[config.mk]
export PLATFORM = sky130hd
export DESIGN_NAME = lcs_length_table
export DESIGN_NICKNAME = d
export VERILOG_FILES = /design/src/rtl/lcl_pkg.sv /design/src/rtl/lcl_seq_store.sv /design/src/rtl/lcl_dp_engine.sv /design/src/rtl/lcs_length_table.sv
export SDC_FILE = /design/constraint.sdc
export NUM_CORES = 2
export LEC_CHECK = 0
export ABC_AREA = 0
export BUFFER_PORTS_ARGS = -buffer_cell sky130_fd_sc_hd__buf_2
export CAP_MARGIN = 10
export CORE_MARGIN = 2
export CORE_UTILIZATION = 45
export DETAILED_ROUTE_END_ITERATION = 8
export PLACE_DENSITY_LB_ADDON = 0.3
export SLEW_MARGIN = 20
export SYNTH_ARGS = -nofsm -noshare
export SYNTH_HDL_FRONTEND = slang
export SYNTH_HIERARCHICAL = 1
export SYNTH_SLANG_ARGS = --single-unit
[constraint.sdc]
create_clock -name clk -period 7.7 [get_ports clk]
set_clock_uncertainty 0.05 [all_clocks]
set_input_delay 0 -clock clk [delete_from_list [all_inputs] [get_ports clk]]
set_output_delay 0 -clock clk [all_outputs]
set_load 0.01 [all_outputs]
[src/rtl/lcl_pkg.sv]
// ----------------------------------------------------------------------------
// lcl_pkg
// Shared sizes, command codes and word types for the LCS length table.
// ----------------------------------------------------------------------------
package lcl_pkg;

	localparam int MAX_LEN  = 64;
	localparam int SYM_BITS = 16;

	localparam int IDX_W  = (MAX_LEN > 1) ? $clog2(MAX_LEN) : 1;
	localparam int CNT_W  = $clog2(MAX_LEN + 1);
	localparam int ROW_AW = $clog2(MAX_LEN + 1);

	localparam int SYMBOL_W = 16;
	localparam int LEN_W    = 7;

	typedef enum logic [1:0] {
		CMD_LOAD_A  = 2'd0,
		CMD_LOAD_B  = 2'd1,
		CMD_COMPUTE = 2'd2,
		CMD_CLEAR   = 2'd3
	} cmd_t;

	typedef struct packed {
		cmd_t                cmd;
		logic [SYMBOL_W-1:0] symbol;
	} in_word_t;

	typedef struct packed {
		logic [LEN_W-1:0] lcs_length;
		logic             dropped;
	} out_word_t;

	// Read requests from the table engine to the sequence stores.
	typedef struct packed {
		logic             a_en;
		logic [IDX_W-1:0] a_addr;
		logic             b_en;
		logic [IDX_W-1:0] b_addr;
	} seq_rd_t;

	// Engine status towards the top level.
	typedef struct packed {
		logic             busy;
		logic             done;
		logic [CNT_W-1:0] len;
	} eng_status_t;

endpackage

[src/rtl/lcl_seq_store.sv]
// ----------------------------------------------------------------------------
// lcl_seq_store
// Holds sequences A and B in two synchronous memories together with their
// element counts and the overflow flag.
// ----------------------------------------------------------------------------
module lcl_seq_store import lcl_pkg::*; (
	input  logic                clk,
	input  logic                arst_n,
	input  logic                wr_accept,
	input  in_word_t            wr_word,
	input  seq_rd_t             rd,
	output logic [SYM_BITS-1:0] a_data,
	output logic [SYM_BITS-1:0] b_data,
	output logic [CNT_W-1:0]    count_a,
	output logic [CNT_W-1:0]    count_b,
	output logic                overflow
);

	logic [SYM_BITS-1:0] mem_a [0:MAX_LEN-1];
	logic [SYM_BITS-1:0] mem_b [0:MAX_LEN-1];
	logic [SYM_BITS-1:0] a_data_q, b_data_q;
	logic [CNT_W-1:0]    count_a_q, count_b_q;
	logic                overflow_q;
	logic [SYM_BITS-1:0] sym;
	logic                full_a, full_b;

	assign sym    = wr_word.symbol[SYM_BITS-1:0];
	assign full_a = (count_a_q == CNT_W'(MAX_LEN));
	assign full_b = (count_b_q == CNT_W'(MAX_LEN));

	always_ff @(posedge clk) begin
		if (wr_accept && wr_word.cmd == CMD_LOAD_A && !full_a) begin
			mem_a[count_a_q[IDX_W-1:0]] <= sym;
		end
		if (wr_accept && wr_word.cmd == CMD_LOAD_B && !full_b) begin
			mem_b[count_b_q[IDX_W-1:0]] <= sym;
		end
		if (rd.a_en) begin
			a_data_q <= mem_a[rd.a_addr];
		end
		if (rd.b_en) begin
			b_data_q <= mem_b[rd.b_addr];
		end
	end

	always_ff @(posedge clk or negedge arst_n) begin
		if (!arst_n) begin
			count_a_q  <= '0;
			count_b_q  <= '0;
			overflow_q <= 1'b0;
		end else if (wr_accept) begin
			case (wr_word.cmd)
				CMD_LOAD_A: begin
					if (full_a) overflow_q <= 1'b1;
					else        count_a_q  <= count_a_q + 1'b1;
				end
				CMD_LOAD_B: begin
					if (full_b) overflow_q <= 1'b1;
					else        count_b_q  <= count_b_q + 1'b1;
				end
				CMD_CLEAR: begin
					count_a_q  <= '0;
					count_b_q  <= '0;
					overflow_q <= 1'b0;
				end
				default: begin
				end
			endcase
		end
	end

	assign a_data   = a_data_q;
	assign b_data   = b_data_q;
	assign count_a  = count_a_q;
	assign count_b  = count_b_q;
	assign overflow = overflow_q;

endmodule

[src/rtl/lcl_dp_engine.sv]
// ----------------------------------------------------------------------------
// lcl_dp_engine
// Walks the LCS table one cell per cycle within each row over a single row memory,
// reading the previous row's value and writing the new one back behind it.
// ----------------------------------------------------------------------------
module lcl_dp_engine import lcl_pkg::*; (
	input  logic                clk,
	input  logic                arst_n,
	input  logic                start,
	input  logic [CNT_W-1:0]    count_a,
	input  logic [CNT_W-1:0]    count_b,
	input  logic [SYM_BITS-1:0] a_data,
	input  logic [SYM_BITS-1:0] b_data,
	input  logic                take,
	output seq_rd_t             rd,
	output eng_status_t         status
);

	typedef enum logic [2:0] {
		ST_IDLE,
		ST_ROW,
		ST_CELL,
		ST_DRAIN,
		ST_FIN
	} state_t;

	state_t           state_q;
	logic [CNT_W-1:0] n_q, m_q, i_q, j_q, len_q;
	logic [CNT_W-1:0] left_q, diag_q;

	logic [CNT_W-1:0] row_mem [0:MAX_LEN];
	logic [CNT_W-1:0] row_rd_q;

	logic             v_s1, first_col_s1, first_row_s1, last_s1;
	logic [CNT_W-1:0] j_s1;

	logic             last_col, last_row;
	logic [CNT_W-1:0] up, left, diag, cell_new;

	assign last_col = (j_q == m_q);
	assign last_row = (i_q == CNT_W'(n_q - 1'b1));

	always_comb begin
		rd.a_en   = (state_q == ST_ROW);
		rd.a_addr = i_q[IDX_W-1:0];
		rd.b_en   = (state_q == ST_CELL);
		rd.b_addr = IDX_W'(j_q - 1'b1);
	end

	// The first row sees a cleared row above it, and column zero is zero.
	always_comb begin
		up   = first_row_s1 ? '0 : row_rd_q;
		left = first_col_s1 ? '0 : left_q;
		diag = first_col_s1 ? '0 : diag_q;
		if (a_data == b_data) cell_new = diag + 1'b1;
		else if (left >= up)  cell_new = left;
		else                  cell_new = up;
	end

	always_ff @(posedge clk) begin
		if (state_q == ST_CELL) begin
			row_rd_q <= row_mem[ROW_AW'(j_q)];
		end
		if (v_s1) begin
			row_mem[ROW_AW'(j_s1)] <= cell_new;
			left_q <= cell_new;
			diag_q <= up;
		end
		j_s1         <= j_q;
		first_col_s1 <= (j_q == CNT_W'(1));
		first_row_s1 <= (i_q == '0);
		last_s1      <= last_col && last_row;
	end

	always_ff @(posedge clk or negedge arst_n) begin
		if (!arst_n) begin
			state_q <= ST_IDLE;
			v_s1    <= 1'b0;
			n_q     <= '0;
			m_q     <= '0;
			i_q     <= '0;
			j_q     <= '0;
			len_q   <= '0;
		end else begin
			v_s1 <= (state_q == ST_CELL);
			if (v_s1 && last_s1) begin
				len_q <= cell_new;
			end
			case (state_q)
				ST_IDLE: begin
					if (start) begin
						n_q <= count_a;
						m_q <= count_b;
						i_q <= '0;
						if (count_a == '0 || count_b == '0) begin
							len_q   <= '0;
							state_q <= ST_FIN;
						end else begin
							state_q <= ST_ROW;
						end
					end
				end
				ST_ROW: begin
					// This cycle also lets the last write of the row land before
					// the next row reads the same entry.
					j_q     <= CNT_W'(1);
					state_q <= ST_CELL;
				end
				ST_CELL: begin
					if (last_col) begin
						i_q     <= i_q + 1'b1;
						state_q <= last_row ? ST_DRAIN : ST_ROW;
					end else begin
						j_q <= j_q + 1'b1;
					end
				end
				ST_DRAIN: begin
					state_q <= ST_FIN;
				end
				ST_FIN: begin
					if (take) state_q <= ST_IDLE;
				end
				default: begin
					state_q <= ST_IDLE;
				end
			endcase
		end
	end

	assign status.busy = (state_q != ST_IDLE);
	assign status.done = (state_q == ST_FIN);
	assign status.len  = len_q;

endmodule

[src/rtl/lcs_length_table.sv]
// ----------------------------------------------------------------------------
// lcs_length_table
// Loads two symbol sequences and returns the length of their longest common
// subsequence, computed over a single row of the table.
//
//   channel  direction  word        handshake
//   item     in         in_word_t   item_valid / item_stall
//   result   out        out_word_t  result_valid / result_stall
//
// Load and clear words may arrive every cycle while item_stall is low.
// A compute reads one element of sequence A per row and then walks that row of
// the row memory one cell per cycle; with an empty sequence it skips the walk
// and returns length zero.
// Reset clears the counts, the overflow flag and all control state; the
// stores need no clearing. item_stall is high for the whole compute until its
// result has moved into the output register, which holds while result_stall.
// ----------------------------------------------------------------------------
module lcs_length_table import lcl_pkg::*; (
	input  logic      clk,
	input  logic      arst_n,
	input  logic      item_valid,
	output logic      item_stall,
	input  in_word_t  item,
	output logic      result_valid,
	input  logic      result_stall,
	output out_word_t result
);

	logic                accept;
	logic                start;
	logic                take;
	seq_rd_t             rd;
	eng_status_t         status;
	logic [SYM_BITS-1:0] a_data, b_data;
	logic [CNT_W-1:0]    count_a, count_b;
	logic                overflow;
	logic                result_valid_q;
	out_word_t           result_q;

	assign item_stall = status.busy;
	assign accept     = item_valid && !item_stall;
	assign start      = accept && item.cmd == CMD_COMPUTE;
	assign take       = status.done && (!result_valid_q || !result_stall);

	lcl_seq_store u_store (
		.clk       (clk),
		.arst_n    (arst_n),
		.wr_accept (accept),
		.wr_word   (item),
		.rd        (rd),
		.a_data    (a_data),
		.b_data    (b_data),
		.count_a   (count_a),
		.count_b   (count_b),
		.overflow  (overflow)
	);

	lcl_dp_engine u_engine (
		.clk     (clk),
		.arst_n  (arst_n),
		.start   (start),
		.count_a (count_a),
		.count_b (count_b),
		.a_data  (a_data),
		.b_data  (b_data),
		.take    (take),
		.rd      (rd),
		.status  (status)
	);

	always_ff @(posedge clk) begin
		if (take) begin
			result_q.lcs_length <= LEN_W'(status.len);
			result_q.dropped    <= overflow;
		end
	end

	always_ff @(posedge clk or negedge arst_n) begin
		if (!arst_n) begin
			result_valid_q <= 1'b0;
		end else if (take) begin
			result_valid_q <= 1'b1;
		end else if (!result_stall) begin
			result_valid_q <= 1'b0;
		end
	end

	assign result_valid = result_valid_q;
	assign result       = result_q;

endmodule
==> flow_metrics.tcl <==
set metrics [dict create \
    cts_buffer_depth 4 \
    grt_pass1_wl_um 351600 \
    slew_headroom 0.2611 \
    endpoint_kind "flip-flop" \
    reg2reg_slack_ns 2.45 \
    grt_usage 0.2105 \
    drt-wirelength-per-cell_um 29.52 \
    num-fill-cells 17390 \
    max_cap_violations 0 \
    vias 49610 \
    grt_overflow 0 \
    start_kind "flip-flop" \
    criticalPathCategory "reg2reg" \
    finalMaxSlewViolations 0 \
    path_clk_slew_ns 0.07 \
    max_freq_ghz 0.1905 \
    final_util 0.5142 \
    drt_first_pass_iters 6 \
    cts-buffers-inserted 283 \
    io_pins 32 \
    chipHeight_um 479.5 \
    initial_core_util 0.4528 \
    die_w_um 479.5 \
    route.antenna.remaining_nets 0 \
    drc_errors 0 \
    final_cell_mix "edfxtp_1, mux4_2, clkbuf_16" \
    layout_commonest_cell "edfxtp_1" \
    dp_hpwl_um 139600 \
    ir_drop_uv 351.6 \
    coreArea_um2 224700 \
    seqCellArea_um2 78590 \
    cp_max_fo 72 \
    final_layout_size_suffix_gt1_frac 0.2571 \
    r2r-start "u_engine/j_q[0]" \
    p_leak_uw 0.03589 \
    htree_levels 5 \
    cts_setup_buffers 0 \
    yosysSeqAreaShare 0.7723 \
    avgSynthCellArea_um2 21.40 \
    synth_edf_count 2564 \
    finalHoldViolCount 0 \
    first_iter_violations 5520 \
    crit_required_ns 8.42 \
    finalCritPeriodShare 0.6817 \
    antenna_found_initial 6 \
    rsz0062_at_grt "false" \
    worst_ep_arrival_time_ns 5.97 \
    hp-start "item[10]" \
    fin_crit_ns 5.249 \
    outcome "finished, final reports clean" \
    synth_seq_cells 2629 \
    syn-num-nets 4793 \
    postCtsResizedCells 0 \
    clock-sinks 2629 \
    grt_pass1_vias 49700 \
    port-buffer-count 31 \
    grt_max_degree 112 \
    synthFlopType "edfxtp_1" \
    area_delta_synth_final_pct 13.55 \
    routed_wl_um 243100 \
    fin_nets 5080 \
    netlist_area_um2 101700 \
    pwr_density_cell_nw_per_um2 364.4 \
    syn_inst 4753 \
    cts_tree "yes" \
    worst_pin_slew_ns 1.108 \
    setup-tns-final_ns 0 \
    async_reset_ff_frac 0.02092 \
    ys_warn_count 6 \
    multi_input_area_um2 22100 \
    setup_viol 0 \
    ctsRootBufferMaster "clkbuf_16" \
    netlist-cell-type-count 68 \
    gp_congestion 0.8450 \
    routed_via_density 6.024 \
    hold_path.class "in2reg" \
    rows 174 \
    insertion_delay_ns 0.93 \
    critPathLaunch "u_engine/j_q[0]" \
    die_area_um2 229900 \
]
-- flip-flops by register name (all words and copies together) (netlist names), 8 cells and up --
name              count
u_store/b_data       16
u_store/mem_a      1024
result                8
u_engine/row_mem    455
u_store/a_data       16
u_store/mem_b      1024
-- cell families after synthesis --
family / Yosys count / share of synthesized area
muxes: 771 / 0.1525
buffers and inverters: 285 / 0.01315
and+or+nand+nor: 586 / 0.02850
DFF: 2629 / 0.7723
xor gates and xnor gates: 52 / 0.004477
adders and majority gates: 18 / 0.002214
AOI/OAI and AO/OA: 412 / 0.02685
-- per-layer routing --
metal,GRT usage,vias to the layer above,share of wire
met5,0,-,0
met4,0.05831,0,0.024
met3,0.03662,359,0.077
met2,0.3358,2139,0.49
met1,0.3012,26610,0.41
li1,-,20500,-
-- per-stage QoR --
step	instance area [um2]	hold WS, ns	total power, uW	std cells	setup slack (ns)
detailed placement	106300	0.1717	29300	7720	2.438
finish	115500	0.04555	42090	8236	2.451
floorplan	101700	-0.3456	25210	4753	3.330
global placement	106300	0.1672	29110	7720	2.161
global route	115500	0.05449	43560	8234	2.158
CTS	115500	0.0003133	42430	8232	2.371
-- Yosys cell counts (all sizes together) (12+ instances only) --
cell type,instances,share of area
edfxtp,2564,0.76
mux4,619,0.14
nor2,231,0.0085
buf,152,0.0082
o22ai,114,0.0070
mux2i,110,0.011
clkbuf,103,0.0038
a22oi,86,0.0063
a21oi,78,0.0038
nand2,72,0.0027
dfrtp,55,0.014
nor3,48,0.0024
mux2,42,0.0046
nand3,40,0.0020
nor2b,39,0.0024
o21ai,34,0.0017
a211oi,30,0.0022
inv,29,0.0011
xor2,29,0.0025
nor4,24,0.0015
xnor2,23,0.0020
nand2b,21,0.0013
ha,18,0.0022
nand3b,15,0.0011
and3,13,0.00080
or3,13,0.00080
or4,13,0.00096
a22o,12,0.0010
nand4,12,0.00074
-- report_power, final --
part           switching [uW]  total (uW)  internal (uW)  leakage [uW]
sequential                494       17500          17000        0.0239
clock                    5320       13200           7840       0.00436
combinational            6910       11500           4560       0.00764
-- layout make-up --
class,instances,share of cell area
antenna,4,0.00008665
clock buffer,361,0.06629
timing repair buffer,257,0.01772
multi-input combinational,1839,0.1913
inverter,30,0.001083
tap,2992,0.03241
clock inverter,124,0.01080
sequential,2629,0.6803
-- path summary, 6_finish.rpt --
| path | end | cells past startpoint |
|---|---|---|
| max | u_store/b_data[7] | 9 |
| min | u_store/mem_a[24][10] | 2 |
| max reg2reg | u_store/b_data[7] | 9 |
| min reg2reg | result[4] | 0 |
| max in group asynchronous | u_engine/j_q[1] | 4 |
| min in group asynchronous | result_valid | 4 |
-- critical path, cell delays in order, from the launching register on --
cell and delay [ns]:
dfrtp_4 1.07, inv_8 0.44, ha_1 0.46, xor2_4 0.64, buf_12 0.48, nand3b_1 0.58, o22ai_1 0.15, nor4_1 0.79
buf_4 0.24, mux2_2 0.14
-- what timing repair did --
item                                    CTS  global route
endpoints found under the setup margin    0             0
hold buffers                             27             0
hold endpoints to repair                932             0
Note: power is estimated with default switching activity, not from simulation.
